File: config.mk
export PLATFORM = sky130hd
export DESIGN_NAME = stg_ctrl
export DESIGN_NICKNAME = d
export VERILOG_FILES = /design/src/rtl/stg_pkg.sv /design/src/rtl/stg_ctrl.sv
export VERILOG_INCLUDE_DIRS = /design/src /design/src/rtl
export SDC_FILE = /design/constraint.sdc
export NUM_CORES = 1
export LEC_CHECK = 0
export BUFFER_PORTS_ARGS = -buffer_cell sky130_fd_sc_hd__buf_2
export CORE_AREA = 8 8 45 47
export CTS_CLUSTER_DIAMETER = 120
export DETAILED_ROUTE_END_ITERATION = 12
export DIE_AREA = 0 0 53 55
export PLACE_DENSITY = 0.67
export SLEW_MARGIN = 20
export SYNTH_ARGS = -nofsm -noshare
export SYNTH_HDL_FRONTEND = slang
export SYNTH_SLANG_ARGS = --single-unit
File: constraint.sdc
create_clock -name clk -period 2.9 [get_ports clk]
set_input_delay 0.58 -clock clk [delete_from_list [all_inputs] [get_ports clk]]
set_output_delay 0.58 -clock clk [all_outputs]
set_load 0.02 [all_outputs]
File: src/rtl/stabilizer_tableau_gate_engine_top_macros.svh
// Assertion macros shared by the tableau engine modules.
// Expects clk and arst_n in the scope of use; no other dependencies.
`ifndef STABILIZER_TABLEAU_GATE_ENGINE_TOP_MACROS_SVH
`define STABILIZER_TABLEAU_GATE_ENGINE_TOP_MACROS_SVH

// same-cycle implication
`define STG_ASSERT_IMP(lbl, ante, cons, msg) \
	lbl: assert property (@(posedge clk) disable iff (!arst_n) (ante) |-> (cons)) \
		else $error(msg);

// next-cycle implication
`define STG_ASSERT_NXT(lbl, ante, cons, msg) \
	lbl: assert property (@(posedge clk) disable iff (!arst_n) (ante) |=> (cons)) \
		else $error(msg);

`endif

File: src/rtl/stg_pkg.sv
// Shared types and constants of the stabilizer tableau gate engine.
// No dependencies; used by the channel interfaces and all modules.
package stg_pkg;

	localparam int unsigned KIND_W  = 4;
	localparam int unsigned QUBIT_W = 5;
	localparam int unsigned SEL_W   = 6;
	localparam int unsigned NQ_W    = 6;
	localparam int unsigned ROW_W   = 64;

	typedef enum logic [KIND_W-1:0] {
		KIND_INIT       = 4'd0,
		KIND_X          = 4'd1,
		KIND_Y          = 4'd2,
		KIND_Z          = 4'd3,
		KIND_S          = 4'd4,
		KIND_SDAG       = 4'd5,
		KIND_H          = 4'd6,
		KIND_CNOT       = 4'd7,
		KIND_READ_COL   = 4'd8,
		KIND_READ_PHASE = 4'd9
	} kind_t;

	// controller -> datapath
	typedef struct packed {
		logic latch;      // capture the accepted item
		logic init_apply; // reload identity
		logic rd_t;       // read target columns (or the selected column)
		logic rd_c;       // capture target words, read control columns
		logic exec;       // phase update and first column write
		logic wr2;        // second column write
		logic out_load;   // load the result register
	} cmd_t;

	// datapath -> controller
	typedef struct packed {
		logic err;
		logic is_init;
		logic is_read_col;
		logic is_read_phase;
		logic two_writes;
		logic out_busy;
	} status_t;

endpackage

File: src/rtl/stg_ctrl.sv
// Item sequencer of the tableau engine: one-hot state machine issuing datapath
// commands. Depends on stg_pkg and the macro header.
`include "stabilizer_tableau_gate_engine_top_macros.svh"

module stg_ctrl (
	input  logic             clk,
	input  logic             arst_n,
	input  logic             in_valid,
	output logic             in_ready,
	input  stg_pkg::status_t sts,
	output stg_pkg::cmd_t    cmd
);
	import stg_pkg::*;

	typedef enum logic [6:0] {
		ST_IDLE   = 7'b0000001,
		ST_DECODE = 7'b0000010,
		ST_RD_T   = 7'b0000100,
		ST_RD_C   = 7'b0001000,
		ST_EXEC   = 7'b0010000,
		ST_WR2    = 7'b0100000,
		ST_DONE   = 7'b1000000
	} state_t;

	state_t state_q, state_d;

	always_ff @(posedge clk or negedge arst_n) begin
		if (!arst_n) begin
			state_q <= ST_IDLE;
		end else begin
			state_q <= state_d;
		end
	end

	always_comb begin
		state_d = state_q;
		cmd     = '0;
		unique case (state_q)
			ST_IDLE: begin
				cmd.latch = in_valid;
				if (in_valid) begin
					state_d = ST_DECODE;
				end
			end
			ST_DECODE: begin
				cmd.init_apply = sts.is_init;
				if (sts.err || sts.is_init || sts.is_read_phase) begin
					state_d = ST_DONE;
				end else begin
					state_d = ST_RD_T;
				end
			end
			ST_RD_T: begin
				cmd.rd_t = 1'b1;
				state_d  = ST_RD_C;
			end
			ST_RD_C: begin
				cmd.rd_c = 1'b1;
				state_d  = sts.is_read_col ? ST_DONE : ST_EXEC;
			end
			ST_EXEC: begin
				cmd.exec = 1'b1;
				state_d  = sts.two_writes ? ST_WR2 : ST_DONE;
			end
			ST_WR2: begin
				cmd.wr2 = 1'b1;
				state_d = ST_DONE;
			end
			ST_DONE: begin
				cmd.out_load = !sts.out_busy;
				if (!sts.out_busy) begin
					state_d = ST_IDLE;
				end
			end
			default: state_d = ST_IDLE;
		endcase
	end

	assign in_ready = (state_q == ST_IDLE);

	`STG_ASSERT_NXT(a_accept_decode, in_valid && state_q == ST_IDLE,
		state_q == ST_DECODE, "accepted item not decoded next cycle")
	`STG_ASSERT_IMP(a_load_free, cmd.out_load, !sts.out_busy,
		"result loaded over an untaken result")
	`STG_ASSERT_IMP(a_wr2_after_exec, state_q == ST_WR2, $past(state_q) == ST_EXEC,
		"second write not preceded by execute")

endmodule

Word-level counts from Yosys, hierarchy flattened
Cells that the tools add are included.
{"block": "word_totals", "regBits": 7, "latch_bits": 0, "ram_bits": 0, "mem_bits_ro": 0, "inputBits": 9, "out_inout_bits": 8, "memories": 0}
{"block": "classes", "addsub": 0, "mul": 0, "n_div": 0, "n_lt_le_gt_ge": 0, "eq_ne": 9, "shift": 0, "muxes": 13, "bitwise_logic": 0, "reduce_logical": 4}
{"op": "$pmux 7 s7", "count": 1}
{"op": "$mux 7", "count": 5}
{"op": "$eq 7x1->1 const B", "count": 1}
{"op": "$eq 7x2->1 const B", "count": 1}
{"op": "$eq 7x3->1 const B", "count": 1}
{"op": "$eq 7x4->1 const B", "count": 1}
{"op": "$eq 7x5->1 const B", "count": 1}
{"op": "$eq 7x6->1 const B", "count": 1}
{"op": "$eq 7x7->1 const B", "count": 1}
{"op": "$mux 1", "count": 7}
{"op": "$ne 2x2->1 const B", "count": 2}
{"op": "$logic_or 1x1->1", "count": 2}
{"op": "$reduce_and 2->1", "count": 1}
{"op": "$logic_not 1->1", "count": 1}

Longest topological paths before layout
Gate-level depths: netlist (run 1).
{"block": "depth", "word_depth": 4, "mapped_depth": 5}

Worst setup path before layout (run 1)
OpenSTA, ideal clock, no wires.
{"block": "synth_timing", "path_kind": "flip-flop to output port", "from": "register state_q[4]", "to": "output port cmd[4] (netlist name)", "t_arrival_ns": 1.794, "required_time_ns": 2.320, "setup_slack_ns": 0.526, "path_stages_with_launch": 3, "n_path_buf": 0, "cell_sequence": "dfrtp_1 -> or4_4 -> nor4b_1"}
{"item": "from (decl)", "line": "stg_ctrl.sv:25", "source": "state_t state_q, state_d;"}
{"item": "from (signal assigned)", "line": "stg_ctrl.sv:31", "source": "state_q <= state_d;"}
{"item": "to (decl)", "line": "stg_ctrl.sv:11", "source": "output stg_pkg::cmd_t cmd"}

==> load_flow_metrics.sql, run 1 <==
INSERT INTO impl_metrics (metric_group, metric, value, unit) VALUES
('timing', 'tns', '0', 'ps'),
('placement', 'numPlacedInstances', '73', ''),
('synthesis', 'ys_types', '24', ''),
('synthesis', 'syn_inst', '43', ''),
('placement', 'io_buffer_count', '16', ''),
('synthesis', 'synth-compound-area-share', '0.07342', ''),
('synthesis', 'count_of_state_elements_after_synthesis', '7', ''),
('setup_path', 'path_max_fanout', '11', ''),
('timing', 'grt_setup_unrepaired', 'no', ''),
('status', 'status', 'finished, final reports clean', ''),
('layout', 'post_layout_instance_count_excluding_filler_cells', '77', ''),
('drt', 'num_vias', '395', ''),
('drt', 'wl', '1043', 'µm'),
('setup_path', 'cp_data_arrival_time', '1980', 'ps'),
('global_route', 'globalRouteTotalUtil', '0.08200', ''),
('timing', 'finalCriticalPeriod', '2561', 'ps'),
('layout', 'area_growth_from_synthesis_to_final_layout', '22.28', '%'),
('flow_run', 'drv.max_cap_violation_count', '0', ''),
('die', 'dieArea', '2915', 'µm²'),
('setup_path', 'r2r-start', 'state_q[5]', ''),
('synthesis', 'synth.avg_cell_area', '11.49', 'µm²'),
('clock_network', 'clk_pin_slew', '50', 'ps'),
('layout', 'largest_reg_flops', '7', ''),
('timing', 'setup_viol', '0', ''),
('synthesis', 'yosys_warnings', '0', ''),
('clock_network', 'post_cts_resized', '0', ''),
('setup_path', 'setup.worst_path.start_class', 'register', ''),
('drt', 'drt_pass_1_iters', '4', ''),
('global_route', 'global_route.overflow_total', '0', ''),
('timing', 'final_min_period_over_clock_period', '0.8829', ''),
('power_and_ir_drop', 'irDropWorstVdd', '0.2365', 'mV'),
('drt', 'initial_drt_markers', '7', ''),
('layout', 'drive_above_1_share', '0.4754', ''),
('timing', 'worstMarginPinSlew', '568.1', 'ps'),
('power_and_ir_drop', 'leakage', '0.2704', 'nW'),
('clock_network', 'cts_root_buffer', 'clkbuf_4', ''),
('hold_path', 'hp-class', 'in -> async', ''),
('drt', 'antenna_violating_nets_post_route', '0', ''),
('clock_network', 'tritoncts', 'done', ''),
('clock_network', 'clock_latency', '240', 'ps'),
('clock_network', 'clock_path_buffers', '2', ''),
('drt', 'avgViaCountPerCell', '5.130', ''),
('synthesis', 'synthMuxAreaShare', '0', ''),
('timing', 'timing.fmax', '390.5', 'MHz'),
('global_route', 'largest_net_degree_at_the_start_of_global_routing', '12', ''),
('drt', 'route.detailed.wl_per_inst', '13.55', 'µm'),
('synthesis', 'combinational_family_with_the_most_area_after_synthesis', 'simple AND/OR/NAND/NOR gates', ''),
('drt', 'drc', '0', ''),
('setup_path', 'critPathLaunch', 'state_q[5]', ''),
('timing', 'slew_headroom', '0.6178', ''),
('layout', 'layout.nets', '71', ''),
('placement', 'finalWeightedCongestion', '0.7248', ''),
('clock_network', 'htree_num_levels', '1', ''),
('layout', 'antenna_cells', '0', ''),
('clock_network', 'post_cts_buffers', '0', ''),
('die', 'die_y', '55', 'µm'),
('synthesis', 'synth_nets', '52', ''),
('synthesis', 'netlist_area', '494.2', 'µm²'),
('synthesis', 'synth_xor_area_frac', '0.01772', ''),
('setup_path', 'timing.critical_path.to_type', 'output port', ''),
('synthesis', 'synth_fa_ha_area_frac', '0', ''),
('die', 'area_of_the_core', '1384', 'µm²'),
('layout', 'largest_register_by_flop_count', 'state_q', ''),
('global_route', 'global_route_wire_length_before_repair', '1745', 'µm'),
('clock_network', 'numClockSinks', '7', ''),
('setup_path', 'critPathRequiredTime', '2320', 'ps'),
('die', 'die_x', '53', 'µm'),
('timing', 'hold_viol', '0', ''),
('synthesis', 'synth-simple-area-share', '0.5190', ''),
('die', 'core_rows', '14', ''),
('die', 'start_util', '0.3571', ''),
('clock_network', 'cts-hold-fix-buffers', '0', ''),
('global_route', 'grt_pass1_vias', '399', ''),
('timing', 'timing_max_transition_violations_final', '0', ''),
('clock_network', 'numCtsBuffers', '3', ''),
('layout', 'top_regs', 'state_q x7', ''),
('global_route', 'antenna_violations_before_repair', '0', ''),
('setup_path', 'critical_path_class', 'reg -> out', ''),
('synthesis', 'ys_seq_area_frac', '0.3570', ''),
('power_and_ir_drop', 'p_per_area', '653.2', 'nW/µm²'),
('die', 'number_of_top_level_design_ports', '17', ''),
('timing', 'finalClockSkew', '0.8323', 'ps');
==> cells in the mapped netlist <==
library cell	instances	area [µm²]
or3_1	1	6.260
and2_4	1	8.760
o22ai_1	1	6.260
o21ai_0	3	15.01
or4_4	2	22.52
buf_6	1	11.26
buf_2	1	5.000
and2_1	3	18.77
nor4b_1	3	26.28
nor2b_1	1	6.260
xor2_1	1	8.760
nor3b_2	1	12.51
nor3_2	1	10.01
nand3_1	2	10.01
o31ai_1	1	7.510
nor4b_4	4	95.09
nand2_1	2	7.510
and4_1	1	8.760
o211ai_1	1	7.510
dfstp_2	1	26.28
dfrtp_1	6	150.1
nor4_1	1	6.260
nor2_1	3	11.26
nand2b_1	1	6.260
==> report_power, final <==
group,leakage [nW],internal (mW),switching [mW]
registers,0.0930,0.118,0.0258
clock network,0.0150,0.0523,0.0323
logic,0.162,0.0852,0.0812
total,0.270,0.255,0.139
==> placed cells by master, fill, tap and decap left out, drive strengths merged <==
| master | netlist | final |
|---|---|---|
| or4 | 2 | 2 |
| o21ai | 3 | 3 |
| nand3 | 2 | 2 |
| clkbuf | 0 | 4 |
| buf | 2 | 16 |
| and4 | 1 | 1 |
| nor2b | 1 | 1 |
| nor3 | 1 | 1 |
| nor3b | 1 | 1 |
| and2 | 4 | 4 |
| nor4 | 1 | 1 |
| nand2 | 2 | 2 |
| dfrtp | 6 | 6 |
| o22ai | 1 | 1 |
| o31ai | 1 | 1 |
| nor2 | 3 | 3 |
| or3 | 1 | 1 |
| xor2 | 1 | 1 |
| nand2b | 1 | 1 |
| nor4b | 7 | 7 |
| o211ai | 1 | 1 |
| dfstp | 1 | 1 |
==> critical path: stages (launching register included) <==
cell     delay [ps]
dfrtp_1         500
or4_4           620
nor4b_4         300
and2_1          160
buf_2           150
==> stage by stage <==
| step | util | area [µm²] | hold WS [ps] | setup WS [ps] | power [mW] |
|---|---|---|---|---|---|
| after floorplan | - | 494.2 | 284.4 | 526.1 | 0.2683 |
| after global placement | 0.4177 | 578.1 | 418.4 | 583.6 | 0.3105 |
| after detailed placement | 0.4177 | 578.1 | 420.1 | 576.4 | 0.3134 |
| after CTS | 0.4367 | 604.3 | 154.8 | 306.0 | 0.4011 |
| after global routing | 0.4367 | 604.3 | 159.4 | 232.1 | 0.4200 |
| final | 0.4367 | 604.3 | 155.9 | 339.5 | 0.3948 |
==> logic make-up (layout without fill, tap and decap cells) <==
kind of cell	after synthesis	count (layout)
flops	7	7
xor+xnor	1	1
simple gates	27	27
buf+inv	2	20
compound gates	6	6
==> layer usage <==
layer | up-vias | wire length, µm | track usage
li1 | 199 | - | -
met1 | 185 | 411 | 0.08837
met2 | 11 | 590 | 0.1309
met3 | 0 | 40 | 0.02674
met4 | 0 | 0 | 0.06466
met5 | - | 0 | 0
==> final timing paths <==
| check | slack (ps) | endpoint | depth (start not counted) |
|---|---|---|---|
| worst max-delay path | 340 | cmd[5] | 4 |
| worst min-delay path | 160 | state_q[1] | 1 |
| worst max register to register | 1160 | state_q[2] | 3 |
| worst min register to register | 610 | state_q[3] | 1 |
| max in group asynchronous | 2520 | state_q[0] | 1 |
| min in group clk | 500 | state_q[4] | 2 |
==> cell type report <==
class	instances	area, µm²
fill	140	779.5
tap	16	20.02
clock buffer	4	26.28
timing repair buffer	16	80.08
sequential	7	176.4
multi-input combinational	34	301.5
(Power assumes the default switching activity.)
==> inputs of run 2 (changes only) <==
--- a/config.mk
+++ b/config.mk
@@ -12,6 +12,7 @@
 export DETAILED_ROUTE_END_ITERATION = 12
 export DIE_AREA = 0 0 53 55
 export PLACE_DENSITY = 0.67
+export RECOVER_POWER = 50
 export SLEW_MARGIN = 20
 export SYNTH_ARGS = -nofsm -noshare
 export SYNTH_HDL_FRONTEND = slang
==> run 2 against run 1 <==
Clock-buffer cell count did not move. Sequential power barely moved. Sequential cell count did not move. Critical path type unchanged. Critical endpoint is now cmd[3]. Largest cell class unchanged.
==> load_flow_metrics.sql, run 2 (same netlist as run 1, synthesis figures left out) <==
INSERT INTO impl_metrics (metric_group, metric, value, unit) VALUES
('layout', 'final_core_utilization', '0.4159', ''),
('global_route', 'globalRouteTotalUtil', '0.08200', ''),
('timing', 'grt_setup_unrepaired', 'no', ''),
('setup_path', 'rr_worst_depth', '4', ''),
('timing', 'finalCriticalPeriod', '2630', 'ps'),
('layout', 'post_layout_instance_count_excluding_filler_cells', '77', ''),
('die', 'dieArea', '2915', 'µm²'),
('clock_network', 'cts-hold-fix-buffers', '0', ''),
('global_route', 'global_route_wire_length_before_repair', '1745', 'µm'),
('clock_network', 'numClockSinks', '7', ''),
('power_and_ir_drop', 'irDropWorstVdd', '0.2358', 'mV'),
('setup_path', 'cp_data_arrival_time', '2050', 'ps'),
('die', 'number_of_top_level_design_ports', '17', ''),
('clock_network', 'clock_latency', '240', 'ps'),
('global_route', 'global_route.overflow_total', '0', ''),
('clock_network', 'cts_root_buffer', 'clkbuf_4', ''),
('global_route', 'antenna_violations_before_repair', '0', ''),
('drt', 'num_vias', '390', ''),
('drt', 'route.detailed.wl_per_inst', '13.38', 'µm'),
('power_and_ir_drop', 'leakage', '0.2665', 'nW'),
('setup_path', 'crit_path_cell_trace', 'or4_1 -> nor4b_1 -> buf_2', ''),
('drt', 'antenna_violating_nets_post_route', '0', ''),
('clock_network', 'post_cts_buffers', '0', ''),
('layout', 'largest_register_by_flop_count', 'state_q', ''),
('layout', 'antenna_cells', '0', ''),
('timing', 'setup_viol', '0', ''),
('power_and_ir_drop', 'p_per_area', '659.0', 'nW/µm²'),
('drt', 'avgViaCountPerCell', '5.065', ''),
('power_and_ir_drop', 'p_total', '379.3', 'µW'),
('drt', 'initial_drt_markers', '4', ''),
('die', 'die_y', '55', 'µm'),
('die', 'die_x', '53', 'µm'),
('setup_path', 'critPathRequiredTime', '2320', 'ps'),
('setup_path', 'critPathMaxStageDelay', '610', 'ps'),
('timing', 'timing_max_transition_violations_final', '0', ''),
('setup_path', 'critPathLaunch', 'state_q[4]', ''),
('hold_path', 'hp-class', 'in -> async', ''),
('setup_path', 'critical_path_class', 'reg -> out', ''),
('layout', 'drive_above_1_share', '0.3934', ''),
('layout', 'mostFrequentLayoutCell', 'buf_2', ''),
('clock_network', 'htree_num_levels', '1', ''),
('timing', 'slew_headroom', '0.6559', ''),
('timing', 'tns', '0', 'ps'),
('die', 'start_util', '0.3571', ''),
('timing', 'final_min_period_over_clock_period', '0.9067', ''),
('timing', 'hold_ws', '219.4', 'ps'),
('layout', 'most-common-layout-cells', 'buf_2 (15), dfrtp_1 (6), nor4b_1 (4)', ''),
('timing', 'hold_viol', '0', ''),
('drt', 'wl', '1030', 'µm'),
('flow_run', 'drv.max_cap_violation_count', '0', ''),
('layout', 'top_regs', 'state_q x7', ''),
('drt', 'drc', '0', ''),
('placement', 'io_buffer_count', '16', ''),
('timing', 'timing.fmax', '380.3', 'MHz'),
('setup_path', 'r2r-start', 'state_q[4]', ''),
('clock_network', 'clock_path_buffers', '2', ''),
('clock_network', 'clk_pin_slew', '50', 'ps'),
('global_route', 'grt_pass1_vias', '399', ''),
('drt', 'drt_pass_1_iters', '4', ''),
('die', 'area_of_the_core', '1384', 'µm²'),
('global_route', 'largest_net_degree_at_the_start_of_global_routing', '12', ''),
('setup_path', 'setup.worst_path.start_class', 'register', ''),
('clock_network', 'post_cts_resized', '0', ''),
('clock_network', 'tritoncts', 'done', ''),
('setup_path', 'worst_path_max_delay_cell', 'or4_1', ''),
('setup_path', 'r2r_slack', '1070', 'ps'),
('layout', 'area_growth_from_synthesis_to_final_layout', '16.46', '%'),
('layout', 'final.fill_count', '144', ''),
('layout', 'largest_reg_flops', '7', ''),
('layout', 'layout.nets', '71', ''),
('timing', 'finalClockSkew', '1.165', 'ps'),
('setup_path', 'timing.critical_path.to_type', 'output port', ''),
('clock_network', 'numCtsBuffers', '3', ''),
('setup_path', 'critical_path.reg2reg.endpoint', 'state_q[6]', ''),
('die', 'core_rows', '14', ''),
('timing', 'worstMarginPinSlew', '511.4', 'ps'),
('status', 'status', 'finished, final reports clean', ''),
('placement', 'numPlacedInstances', '73', ''),
('placement', 'finalWeightedCongestion', '0.7248', ''),
('setup_path', 'endpoint', 'cmd[3]', ''),
('setup_path', 'path_max_fanout', '7', '');
-- run 2: changes by cell type in the layout (fill, tap and decap cells not counted), sizes merged --
cell | before | now
clkbuf | 4 | 5
buf | 16 | 15
-- run 2: worst min path at each step --
| stage | to | slack, ps | cells after the start |
|---|---|---|---|
| after floorplan | state_q[1] | 280 | 0 |
| after global placement | state_q[1] | 420 | 1 |
| after detailed placement | state_q[1] | 420 | 1 |
| after CTS | state_q[1] | 150 | 1 |
| after global routing | state_q[1] | 250 | 1 |
| final | state_q[1] | 220 | 1 |
-- run 2: metal layers --
metal,global-route usage,wire (µm),up-vias
li1,-,-,201
met1,0.08837,421,181
met2,0.1309,573,8
met3,0.02674,35,0
met4,0.06466,0,0
met5,0,0,-
-- run 2: layout make-up --
| cell class | instances | area [µm²] | area share |
|---|---|---|---|
| timing repair buffer | 16 | 78.83 | 0.1370 |
| clock buffer | 4 | 26.28 | 0.04565 |
| multi-input combinational | 34 | 274.0 | 0.4761 |
| sequential | 7 | 176.4 | 0.3065 |
| tap | 16 | 20.02 | 0.03478 |
-- run 2: where the power goes --
group / switching [mW] / internal (mW)
sequential: 0.0242 / 0.118
combinational: 0.0776 / 0.0754
clock: 0.0318 / 0.0522
total: 0.134 / 0.246
-- run 2: stage by stage --
step	worst slack, ps	area (µm²)
3_5_place_dp	576.4	578.1
2_1_floorplan	526.1	494.2
4_1_cts	306.0	604.3
3_3_place_gp	583.6	578.1
5_1_grt	134.2	575.6
6_report	270.5	575.6
-- run 2: worst max-delay path, delay by kind of cell, from the launching register on --
family | cells | cell delay, ps
AND/OR/NAND/NOR | 2 | 1070
flip-flops | 1 | 490
buffers and inverters | 1 | 260
